`src/rtl/swrf_pkg.sv`:
```
// Shared types and constants for the sliding-window residue frequency block.
// Used by swrf_cell, swrf_div and sliding_window_residue_frequency_top.
package swrf_pkg;

  localparam int RES_W      = 8;
  localparam int CNT_W      = 11;
  localparam int POS_W      = 32;
  localparam int STEP_W     = 16;
  localparam int FREQ_W     = 17;
  localparam int MASK_W     = 26;
  localparam int FRAC_W     = 16;
  localparam int NUM_W      = CNT_W + FRAC_W;
  localparam int DIV_CNT_W  = 5;
  localparam int SEG_BITS   = 32;
  localparam int SEG_IDX_W  = 5;
  localparam int ADDR_W     = 4;
  localparam int DATA_W     = 32;
  localparam int OUT_DATA_W = 64;
  localparam int SETTLE_W   = 2;

  localparam logic [CNT_W-1:0]    COUNT_MAX   = '1;
  localparam logic [POS_W-1:0]    INDEX_MAX   = '1;
  localparam logic [FREQ_W-1:0]   FREQ_MAX    = '1;
  localparam logic [SETTLE_W-1:0] SETTLE_DONE = 2'd2;

  localparam logic [RES_W-1:0] CHAR_LO_A   = 8'h61;
  localparam logic [RES_W-1:0] CHAR_LO_Z   = 8'h7a;
  localparam logic [RES_W-1:0] CHAR_UP_A   = 8'h41;
  localparam logic [RES_W-1:0] CHAR_UP_Z   = 8'h5a;
  localparam logic [RES_W-1:0] CASE_OFFSET = 8'h20;

  typedef enum logic [1:0] {
    REG_LETTER_MASK    = 2'd0,
    REG_WINDOW_LENGTH  = 2'd1,
    REG_STEP_LENGTH    = 2'd2,
    REG_FIRST_POSITION = 2'd3
  } reg_idx_e;

  typedef enum logic [2:0] {
    ST_IDLE,
    ST_UPDATE,
    ST_DIV,
    ST_OUT,
    ST_NORM
  } state_e;

  typedef struct packed {
    logic              start;
    logic [NUM_W-1:0]  num;
    logic [STEP_W-1:0] den;
  } div_req_t;

  typedef struct packed {
    logic              done;
    logic [NUM_W-1:0]  quo;
    logic [STEP_W-1:0] rem;
  } div_rsp_t;

  typedef struct packed {
    logic                 shift;
    logic [SEG_IDX_W-1:0] sel;
  } cell_ctrl_t;

  // Lowest field last: window_start sits in the low bits.
  typedef struct packed {
    logic [FREQ_W-1:0] frequency;
    logic [CNT_W-1:0]  member_count;
    logic [POS_W-1:0]  window_start;
  } result_t;

endpackage

```
`src/rtl/swrf_cell.sv`:
```
// One segment of the membership history line: shifts one bit per residue
// and registers its local tap. Depends on swrf_pkg.
module swrf_cell (
  input  logic                 clk_i,
  input  swrf_pkg::cell_ctrl_t ctrl_i,
  input  logic                 carry_i,
  output logic                 carry_o,
  output logic                 tap_o
);
  import swrf_pkg::*;

  logic [SEG_BITS-1:0] bits_q;
  logic                tap_q;

  always_ff @(posedge clk_i) begin
    if (ctrl_i.shift) begin
      bits_q <= {bits_q[SEG_BITS-2:0], carry_i};
    end
    tap_q <= bits_q[ctrl_i.sel];
  end

  assign carry_o = bits_q[SEG_BITS-1];
  assign tap_o   = tap_q;

endmodule

```
`src/rtl/swrf_div.sv`:
```
// Restoring divider, one quotient bit per cycle, with remainder.
// Depends on swrf_pkg.
module swrf_div (
  input  logic               clk_i,
  input  logic               rst_ni,
  input  swrf_pkg::div_req_t req_i,
  output swrf_pkg::div_rsp_t rsp_o
);
  import swrf_pkg::*;

  logic                 busy_q;
  logic                 done_q;
  logic [DIV_CNT_W-1:0] cnt_q;
  logic [NUM_W-1:0]     quo_q;
  logic [STEP_W-1:0]    rem_q;
  logic [STEP_W-1:0]    den_q;
  logic [STEP_W:0]      trial;
  logic [STEP_W:0]      diff;
  logic                 fits;

  assign trial = {rem_q, quo_q[NUM_W-1]};
  assign diff  = trial - {1'b0, den_q};
  assign fits  = trial >= {1'b0, den_q};

  always_ff @(posedge clk_i or negedge rst_ni) begin
    if (!rst_ni) begin
      busy_q <= 1'b0;
      done_q <= 1'b0;
      cnt_q  <= '0;
    end else if (req_i.start) begin
      busy_q <= 1'b1;
      done_q <= 1'b0;
      cnt_q  <= DIV_CNT_W'(NUM_W - 1);
    end else if (busy_q) begin
      cnt_q <= cnt_q - DIV_CNT_W'(1);
      if (cnt_q == '0) begin
        busy_q <= 1'b0;
        done_q <= 1'b1;
      end
    end else begin
      done_q <= 1'b0;
    end
  end

  always_ff @(posedge clk_i) begin
    if (req_i.start) begin
      quo_q <= req_i.num;
      rem_q <= '0;
      den_q <= req_i.den;
    end else if (busy_q) begin
      quo_q <= {quo_q[NUM_W-2:0], fits};
      rem_q <= fits ? diff[STEP_W-1:0] : trial[STEP_W-1:0];
    end
  end

  assign rsp_o.done = done_q;
  assign rsp_o.quo  = quo_q;
  assign rsp_o.rem  = rem_q;

endmodule

```
`src/rtl/sliding_window_residue_frequency_top.sv`:
```
// Sliding-window residue frequency: a row of history cells plus a shared divider.
// An input residue is registered and then updates the state; a window result also
// passes through the shared divider and then into the output register.
// A new residue is taken only once the history tap settles over its two registered
// select levels, and after a result only once the output register is free.
// Reset clears counters, registers to defaults; a step write while idle renormalizes the phase.
module sliding_window_residue_frequency_top #(
  parameter int MAX_WINDOW = 1024
) (
  input  logic                            clk_i,
  input  logic                            rst_ni,
  // stream in
  input  logic                            s_axis_tvalid,
  output logic                            s_axis_tready,
  input  logic [swrf_pkg::RES_W-1:0]      s_axis_tdata,   // [7:0] residue
  input  logic                            s_axis_tlast,   // last_residue
  // stream out
  output logic                            m_axis_tvalid,
  input  logic                            m_axis_tready,
  // [31:0] window_start, [42:32] member_count, [59:43] frequency, [63:60] zero
  output logic [swrf_pkg::OUT_DATA_W-1:0] m_axis_tdata,
  // register port
  input  logic                            psel,
  input  logic                            penable,
  input  logic                            pwrite,
  input  logic [swrf_pkg::ADDR_W-1:0]     paddr,
  input  logic [swrf_pkg::DATA_W-1:0]     pwdata,
  output logic [swrf_pkg::DATA_W-1:0]     prdata,
  output logic                            pready
);
  import swrf_pkg::*;

  localparam int SEG_CNT    = (MAX_WINDOW + SEG_BITS - 1) / SEG_BITS;
  localparam int CELL_IDX_W = (SEG_CNT > 1) ? $clog2(SEG_CNT) : 1;
  localparam int NUM_CELLS  = 1 << CELL_IDX_W;
  localparam int TAP_W      = SEG_IDX_W + CELL_IDX_W;

  // registers
  logic [MASK_W-1:0] letter_mask_q;
  logic [CNT_W-1:0]  window_length_q;
  logic [STEP_W-1:0] step_length_q;
  logic [POS_W-1:0]  first_position_q;

  logic     cfg_wr;
  logic     cfg_step_wr;
  reg_idx_e cfg_idx;

  assign pready      = 1'b1;
  assign cfg_idx     = reg_idx_e'(paddr[ADDR_W-1:2]);
  assign cfg_wr      = psel && penable && pwrite && pready;
  assign cfg_step_wr = cfg_wr && (cfg_idx == REG_STEP_LENGTH);

  always_ff @(posedge clk_i or negedge rst_ni) begin
    if (!rst_ni) begin
      letter_mask_q    <= '0;
      window_length_q  <= CNT_W'(1);
      step_length_q    <= STEP_W'(1);
      first_position_q <= POS_W'(1);
    end else if (cfg_wr) begin
      unique case (cfg_idx)
        REG_LETTER_MASK:    letter_mask_q    <= pwdata[MASK_W-1:0];
        REG_WINDOW_LENGTH:  window_length_q  <= pwdata[CNT_W-1:0];
        REG_STEP_LENGTH:    step_length_q    <= pwdata[STEP_W-1:0];
        REG_FIRST_POSITION: first_position_q <= pwdata[POS_W-1:0];
        default: ;
      endcase
    end
  end

  always_comb begin
    unique case (cfg_idx)
      REG_LETTER_MASK:    prdata = DATA_W'(letter_mask_q);
      REG_WINDOW_LENGTH:  prdata = DATA_W'(window_length_q);
      REG_STEP_LENGTH:    prdata = DATA_W'(step_length_q);
      REG_FIRST_POSITION: prdata = first_position_q;
      default:            prdata = '0;
    endcase
  end

  // effective window and step
  logic [CNT_W-1:0]  win_eff;
  logic [CNT_W-1:0]  win_m1;
  logic [STEP_W-1:0] step_eff;
  logic [STEP_W-1:0] step_new;
  logic [TAP_W-1:0]  tap_idx;

  always_comb begin
    if (window_length_q == '0) begin
      win_eff = CNT_W'(1);
    end else if (32'(window_length_q) > 32'(MAX_WINDOW)) begin
      win_eff = CNT_W'(MAX_WINDOW);
    end else begin
      win_eff = window_length_q;
    end
  end

  assign win_m1   = win_eff - CNT_W'(1);
  assign tap_idx  = TAP_W'(win_m1);
  assign step_eff = (step_length_q == '0) ? STEP_W'(1) : step_length_q;
  assign step_new = (pwdata[STEP_W-1:0] == '0) ? STEP_W'(1) : pwdata[STEP_W-1:0];

  // control state
  state_e               state_q, state_d;
  logic [CNT_W-1:0]     count_q, count_d;
  logic [POS_W-1:0]     index_q, index_d;
  logic [STEP_W-1:0]    phase_q, phase_d;
  logic [STEP_W-1:0]    phase_raw_q, phase_raw_d;
  logic [SETTLE_W-1:0]  settle_q, settle_d;
  logic                 out_valid_q, out_valid_d;

  // payload
  logic                 member_q, member_d;
  logic                 last_q, last_d;
  logic [POS_W-1:0]     res_start_q, res_start_d;
  logic [CNT_W-1:0]     res_count_q, res_count_d;
  logic [FREQ_W-1:0]    res_freq_q, res_freq_d;
  result_t              out_q;
  logic                 out_load;

  // history line
  cell_ctrl_t           cell_ctrl;
  logic                 shift;
  logic [NUM_CELLS-1:0] cell_tap;
  logic [NUM_CELLS-2:0] carry;
  logic                 old_bit_q;

  assign cell_ctrl.shift = shift;
  assign cell_ctrl.sel   = tap_idx[SEG_IDX_W-1:0];

  for (genvar i = 0; i < NUM_CELLS; i++) begin : g_cell
    if (i == 0) begin : g_head
      swrf_cell u_cell (
        .clk_i  (clk_i),
        .ctrl_i (cell_ctrl),
        .carry_i(member_q),
        .carry_o(carry[i]),
        .tap_o  (cell_tap[i])
      );
    end else if (i == NUM_CELLS - 1) begin : g_tail
      swrf_cell u_cell (
        .clk_i  (clk_i),
        .ctrl_i (cell_ctrl),
        .carry_i(carry[i-1]),
        .carry_o(),
        .tap_o  (cell_tap[i])
      );
    end else begin : g_body
      swrf_cell u_cell (
        .clk_i  (clk_i),
        .ctrl_i (cell_ctrl),
        .carry_i(carry[i-1]),
        .carry_o(carry[i]),
        .tap_o  (cell_tap[i])
      );
    end
  end

  always_ff @(posedge clk_i) begin
    old_bit_q <= cell_tap[tap_idx[TAP_W-1:SEG_IDX_W]];
  end

  // divider
  div_req_t div_req;
  div_rsp_t div_rsp;

  swrf_div u_div (
    .clk_i (clk_i),
    .rst_ni(rst_ni),
    .req_i (div_req),
    .rsp_o (div_rsp)
  );

  // residue classification
  logic [RES_W-1:0] upper;
  logic [4:0]       letter;
  logic             member_in;

  always_comb begin
    upper = s_axis_tdata;
    if (s_axis_tdata >= CHAR_LO_A && s_axis_tdata <= CHAR_LO_Z) begin
      upper = s_axis_tdata - CASE_OFFSET;
    end
    letter    = 5'(upper - CHAR_UP_A);
    member_in = (upper >= CHAR_UP_A && upper <= CHAR_UP_Z) && letter_mask_q[letter];
  end

  // per-residue update
  logic              tap_ok;
  logic              in_acc;
  logic [CNT_W-1:0]  count_dec;
  logic [CNT_W-1:0]  count_inc;
  logic [POS_W-1:0]  index_inc;
  logic              win_full;
  logic [STEP_W:0]   phase_p1;
  logic [FREQ_W-1:0] freq_sat;

  assign tap_ok        = (settle_q == SETTLE_DONE);
  assign s_axis_tready = (state_q == ST_IDLE) && tap_ok && !cfg_wr;
  assign in_acc        = s_axis_tvalid && s_axis_tready;

  always_comb begin
    count_dec = count_q;
    if (index_q >= POS_W'(win_eff) && old_bit_q && count_q != '0) begin
      count_dec = count_q - CNT_W'(1);
    end
    count_inc = count_dec;
    if (member_q && count_dec != COUNT_MAX) begin
      count_inc = count_dec + CNT_W'(1);
    end
    index_inc = (index_q == INDEX_MAX) ? index_q : index_q + POS_W'(1);
    win_full  = index_inc >= POS_W'(win_eff);
    phase_p1  = {1'b0, phase_q} + (STEP_W+1)'(1);
    freq_sat  = (div_rsp.quo > NUM_W'(FREQ_MAX)) ? FREQ_MAX : div_rsp.quo[FREQ_W-1:0];
  end

  always_comb begin
    state_d     = state_q;
    count_d     = count_q;
    index_d     = index_q;
    phase_d     = phase_q;
    phase_raw_d = phase_raw_q;
    member_d    = member_q;
    last_d      = last_q;
    res_start_d = res_start_q;
    res_count_d = res_count_q;
    res_freq_d  = res_freq_q;
    shift       = 1'b0;
    out_load    = 1'b0;
    div_req     = '0;

    unique case (state_q)
      ST_IDLE: begin
        if (cfg_step_wr) begin
          div_req.start = 1'b1;
          div_req.num   = NUM_W'(phase_raw_q);
          div_req.den   = step_new;
          state_d       = ST_NORM;
        end else if (in_acc) begin
          member_d = member_in;
          last_d   = s_axis_tlast;
          state_d  = ST_UPDATE;
        end
      end
      ST_NORM: begin
        // reduce the unreduced phase so repeated step writes do not compound
        if (cfg_step_wr) begin
          div_req.start = 1'b1;
          div_req.num   = NUM_W'(phase_raw_q);
          div_req.den   = step_new;
        end else if (div_rsp.done) begin
          phase_d = div_rsp.rem;
          state_d = ST_IDLE;
        end
      end
      ST_UPDATE: begin
        shift   = 1'b1;
        count_d = count_inc;
        index_d = index_inc;
        state_d = ST_IDLE;
        if (win_full) begin
          // phase is kept below the step, so the window fires at phase zero
          phase_d     = (phase_p1 == {1'b0, step_eff}) ? '0 : phase_p1[STEP_W-1:0];
          phase_raw_d = phase_d;
          if (phase_q == '0) begin
            res_start_d   = first_position_q + (index_inc - POS_W'(win_eff));
            res_count_d   = count_inc;
            div_req.start = 1'b1;
            div_req.num   = {count_inc, FRAC_W'(0)} + NUM_W'(win_eff >> 1);
            div_req.den   = STEP_W'(win_eff);
            state_d       = ST_DIV;
          end
        end
        if (last_q) begin
          count_d     = '0;
          index_d     = '0;
          phase_d     = '0;
          phase_raw_d = '0;
        end
      end
      ST_DIV: begin
        if (div_rsp.done) begin
          res_freq_d = freq_sat;
          state_d    = ST_OUT;
        end
      end
      ST_OUT: begin
        if (!out_valid_q || m_axis_tready) begin
          out_load = 1'b1;
          state_d  = ST_IDLE;
        end
      end
      default: state_d = ST_IDLE;
    endcase
  end

  always_comb begin
    if (shift || cfg_wr) begin
      settle_d = '0;
    end else if (settle_q == SETTLE_DONE) begin
      settle_d = settle_q;
    end else begin
      settle_d = settle_q + SETTLE_W'(1);
    end
    if (out_load) begin
      out_valid_d = 1'b1;
    end else if (m_axis_tready) begin
      out_valid_d = 1'b0;
    end else begin
      out_valid_d = out_valid_q;
    end
  end

  always_ff @(posedge clk_i or negedge rst_ni) begin
    if (!rst_ni) begin
      state_q     <= ST_IDLE;
      count_q     <= '0;
      index_q     <= '0;
      phase_q     <= '0;
      phase_raw_q <= '0;
      settle_q    <= '0;
      out_valid_q <= 1'b0;
    end else begin
      state_q     <= state_d;
      count_q     <= count_d;
      index_q     <= index_d;
      phase_q     <= phase_d;
      phase_raw_q <= phase_raw_d;
      settle_q    <= settle_d;
      out_valid_q <= out_valid_d;
    end
  end

  always_ff @(posedge clk_i) begin
    member_q    <= member_d;
    last_q      <= last_d;
    res_start_q <= res_start_d;
    res_count_q <= res_count_d;
    res_freq_q  <= res_freq_d;
    if (out_load) begin
      out_q.window_start <= res_start_q;
      out_q.member_count <= res_count_q;
      out_q.frequency    <= res_freq_q;
    end
  end

  assign m_axis_tvalid = out_valid_q;
  assign m_axis_tdata  = OUT_DATA_W'(out_q);

endmodule
```
`config.mk`:
```
export PLATFORM = sky130hd
export DESIGN_NAME = sliding_window_residue_frequency_top
export DESIGN_NICKNAME = d
export VERILOG_FILES = /design/src/rtl/swrf_pkg.sv /design/src/rtl/swrf_cell.sv /design/src/rtl/swrf_div.sv /design/src/rtl/sliding_window_residue_frequency_top.sv
export SDC_FILE = /design/constraint.sdc
export NUM_CORES = 2
export LEC_CHECK = 0
export BUFFER_PORTS_ARGS = -buffer_cell sky130_fd_sc_hd__buf_2
export CORE_MARGIN = 2
export CORE_UTILIZATION = 50
export CTS_CLUSTER_DIAMETER = 60
export CTS_CLUSTER_SIZE = 30
export DETAILED_ROUTE_END_ITERATION = 8
export HOLD_SLACK_MARGIN = 0.1
export PLACE_DENSITY = 0.7
export SETUP_SLACK_MARGIN = 0.3
export SYNTH_ARGS = -nofsm -noshare
export SYNTH_HDL_FRONTEND = slang
export SYNTH_SLANG_ARGS = --single-unit
```
`constraint.sdc`:
```
create_clock -name clk_i -period 47.7 [get_ports clk_i]
set_input_delay 4.77 -clock clk_i [delete_from_list [all_inputs] [get_ports clk_i]]
set_output_delay 4.77 -clock clk_i [all_outputs]
set_load 0.02 [all_outputs]
```
# Yosys cells after proc, flatten, opt, wreduce, memory -nomap -nowiden
# Cells that the tools add are included.
[word_totals]
regBits = 1411
in_bits = 52
out_inout_bits = 99
[classes]
addsub = 13
magnitude_cmp = 12
n_eq_ne = 19
mux = 116
bitwise = 1
reduce_logical = 39
[op_table]
columns = ["cell", "n"]
rows = [
  ["$bmux 1 s5", 34],
  ["$mux 44", 3],
  ["$mux 16", 8],
  ["$pmux 32 s4", 1],
  ["$pmux 44 s2", 1],
  ["$ge 32x11->1", 2],
  ["$mux 32", 2],
  ["$mux 11", 5],
  ["$mux 27", 2],
  ["$logic_not 16->1", 3],
  ["$mux 1", 45],
  ["$add 32x1->32 const B", 1],
  ["$add 32x32->32", 1],
  ["$eq 32x32->1 const B", 1],
  ["$pmux 16 s2", 1],
  ["$sub 32x11->32", 1],
  ["$add 27x10->27", 1],
  ["$gt 27x17->1 const B", 1],
  ["$lt 5x6->1 const B", 3],
  ["$mux 3", 6],
  ["$add 16x1->17 const B", 1],
  ["$eq 17x16->1", 1],
  ["$ge 17x16->1", 1],
  ["$ge 8x7->1 const B", 2],
  ["37 further kinds", 73],
]

# Depth between registers and ports, before layout
[depth]
depth_word = 15
ltp_mapped = 23

# Hierarchy
# Synthesis repeated with hierarchy kept, for this count alone.
[unflattened]
hier_cells = 4520
area_unflattened_um2 = 63419.6
[by_module_without_submodules]
columns = ["module", "instances", "cells_each", "area_each_um2", "seq_area_each_um2"]
rows = [
  ["swrf_cell", 32, 74, 1306.3, 980.9],
  ["sliding_window_residue_frequency_top", 1, 1825, 18029.8, 7841.3],
  ["swrf_div", 1, 327, 3589.7, 1786.7],
]

# Worst setup path after synthesis
# OpenSTA, ideal clock, no wires.
[synth_path]
path_kind = "reg-to-reg"
from = "reg state_q[0]"
to = "reg index_q[0]"
setup_time_ps = 152
arrival_time_ps = 31555
path_slack_ps = 15993
path_stages_with_launch = 8
path_buffers = 2
cell_sequence = "dfrtp_1 -> clkbuf_1 -> nand2_1 -> inv_1 -> clkbuf_1 -> o21ai_0 -> nand2_1 -> o31ai_1"
[synth_between]
elab_chain_len = 1
[synth_lines]
columns = ["item", "line_no", "text"]
rows = [
  ["start, declared", "sliding_window_residue_frequency_top.sv:103", "state_e state_q, state_d;"],
  ["start signal, assigned", "sliding_window_residue_frequency_top.sv:323", "state_q <= state_d;"],
  ["$eq 3x1->1", "sliding_window_residue_frequency_top.sv:231", "unique case (state_q)"],
  ["end signal, assigned", "sliding_window_residue_frequency_top.sv:325", "index_q <= index_d;"],
  ["end, declared", "sliding_window_residue_frequency_top.sv:105", "logic [POS_W-1:0] index_q, index_d;"],
]
# Every way passes these cells.
# A chain may end at the register's enable or synchronous reset.

# Worst setup path after layout
[layout_path]
from = "in paddr[3] in the netlist's numbering"
to = "out prdata[14] in the netlist's numbering"
[layout_between]
elab_chain_len = 2
[layout_lines]
columns = ["item", "line_no", "text"]
rows = [
  ["start, declared", "sliding_window_residue_frequency_top.sv:26", "input logic [swrf_pkg::ADDR_W-1:0] paddr,"],
  ["$eq 2x2->1 (tied with other cells)", "sliding_window_residue_frequency_top.sv:71", "unique case (cfg_idx)"],
  ["$pmux 32 s4 (*)", "sliding_window_residue_frequency_top.sv:71", ""],
  ["end, declared", "sliding_window_residue_frequency_top.sv:28", "output logic [swrf_pkg::DATA_W-1:0] prdata,"],
]
# Every way passes the cells marked *; elsewhere a longest branch is shown, timed or not.

==> impl_metrics.ini <==
[status]
outcome = complete, no violations

[detailed_routing]
drt_iter0_drc = 3619
vias = 33100
wl_per_cell_um = 22.5
detail-route-antenna-nets = 0
via_per_inst = 5.93
drt_pre_antenna_iters = 5
routed_wirelength_um = 126000
drc_errors = 0

[power]
powerDensity_nw_per_um2 = 51.1
p_leak_nw = 19.8
total_power_mw = 3.41
ir_worst_vdd_v = 0.0000471

[timing]
min_period_ps = 11460
tns_ps = 0
fin_worst_skew_ps = 35.1
hold_slack_ps = 423
slew_headroom = 0.223
timing.final.crit_share = 0.240
fmax_ghz = 0.0873
setup_violations = 0
rsz0062_at_grt = no
worst_slew_pin_slew_ps = 1160
drv_slew = 0
timing.final.hold_violations = 0

[floorplan]
die_w_um = 352
dieArea_um2 = 124000
rows = 127
ios = 151
initial_utilization = 0.504
coreArea_um2 = 120000
die_h_um = 352

[grt]
first_global_vias = 32800
grt_pass1_wl_um = 196000
grt_max_degree = 203
antenna_found_initial = 2
grtUsageTotal = 0.204
overflow = 0

[finish]
area_growth_syn_to_layout_pct = 10.2
drive_gt1_frac = 0.196
nets = 4060
fillers = 9256
post-route-util = 0.556
antenna_cells = 0

[synthesis]
synth-seq-area-share = 0.678
synth.area.top_cells = edfxtp_1 (59%), mux4_2 (10%), dfrtp_1 (7.0%)
yosys-top-cells-count = edfxtp_1 (1189), nand2_1 (377), mux4_2 (282), inv_1 (181), dfrtp_1 (170)
synth_top_area_share = 0.590
avgSynthCellArea_um2 = 15.9
synthFlopType = edfxtp_1
yosysWarningCount = 0
synth_cell_types = 91
netlist_area_um2 = 60500
ys_ff_latch = 1411
postSynthCellCount = 3804
yosysMostFrequentCell = edfxtp_1
async_reset_ff_frac = 0.123
yosys.area.top_type = edfxtp_1
synth-edff-count = 1189

[setup_path]
crit_fanout = 26
path_class = input port to output pin
startpoint_type = input port
r2r-start = index_q[21]
rr_worst_depth = 18
r2r-end = u_div.quo_q[9]
required_ps = 42930
endpoint_kind = output pin
cp.arrival_ps = 6690
r2r_slack_ps = 40380

[clocking]
cts_made_buffers = 100
cts_htree_levels = 3
cts_hold_buf = 0
cts_sinks = 1411
cts_resized = 0
post_cts_buffers = 0
root_buffer = clkbuf_16
cts_tree = yes
clk_pin_slew_ps = 80
clockBufferDepth = 3
clk-insertion-delay-late_ps = 720

[place]
dp_hpwl_um = 77200
gp_congestion = 0.980
port_buffers = 143

[min_path]
holdPathStages = 0
worstHoldPathType = register to register
holdCritStartpoint = res_count_q[5]
min_to = m_axis_tdata[37]

[flow_run]
max-cap-violations = 0
[final cells by class]
class | instances | area, um^2 | area share
flip-flops and latches | 1411 | 41000 | 0.615
multi-input cells | 2011 | 18100 | 0.271
repair buffers | 186 | 1120 | 0.0168
clock buffers | 104 | 2600 | 0.0390
well taps | 1612 | 2020 | 0.0302
clock inverters | 85 | 1160 | 0.0174
inverters | 183 | 694 | 0.0104
[worst max-delay path by stage]
| stage | start | endpoint | slack [ps] | depth (start not counted) |
|---|---|---|---|---|
| floorplan | state_q[0] | index_q[0] | 15990 | 7 |
| global placement | paddr[3] | prdata[14] | 36210 | 5 |
| detailed placement | paddr[3] | prdata[14] | 36200 | 5 |
| CTS | paddr[3] | prdata[14] | 36180 | 5 |
| global route | paddr[3] | prdata[14] | 36090 | 5 |
| finish | paddr[3] | prdata[14] | 36240 | 5 |
[cell families after synthesis]
group / count (synthesis) / share of synthesized area
fa+ha+maj: 115 / 0.0253
xor+xnor: 126 / 0.0195
flops: 1411 / 0.678
mux: 409 / 0.127
compound gates: 476 / 0.0548
buf+inv: 385 / 0.0252
simple gates: 880 / 0.0700
other cells: 2 / 0.000124
[cells in the final DEF (no fill, tap or decap), types with 99 or more instances in the layout]
master,instances
ha_1,102
nand3_1,107
inv_1,180
buf_2,142
nand2_1,376
edfxtp_1,1189
o21ai_0,142
dfrtp_1,170
mux4_2,282
nor2_1,99
clkbuf_16,104
[state kept, by name (all words and copies together) (netlist names), 27 cells and up]
register                     flops
g_cell.g_head.u_cell.bits_q     32
g_cell.g_body.u_cell.tap_o      30
g_cell.g_tail.u_cell.bits_q     32
first_position_q                32
u_div.quo_q                     27
g_cell.g_body.u_cell.bits_q    960
m_axis_tdata                    60
res_start_q                     32
index_q                         32
[worst max-delay path, cell delays in order]
cell and delay (ps):
buf_2 590, and2_1 800, nand2_1 110, o21ai_0 180, buf_2 240
[stage by stage]
step | area [um^2] | std cells | setup slack [ps]
finish | 66700 | 5592 | 36240
global route | 66700 | 5592 | 36090
CTS | 66700 | 5592 | 36180
detailed placement | 62900 | 5403 | 36200
global placement | 62900 | 5403 | 36210
floorplan | 60500 | 3807 | 15990
[where the power goes]
| group | switching, mW | internal (mW) | total [mW] |
|---|---|---|---|
| Clock | 0.494 | 0.464 | 0.958 |
| Combinational | 0.582 | 0.339 | 0.921 |
| Sequential | 0.0757 | 1.45 | 1.53 |
[per-layer routing]
metal	GRT usage	routed length [um]	up-vias
li1	-	-	14900
met5	0	21	-
met3	0.0260	7040	218
met1	0.301	56100	16900
met2	0.319	58900	1073
met4	0.0679	3990	4
(Power assumes the default switching activity.)
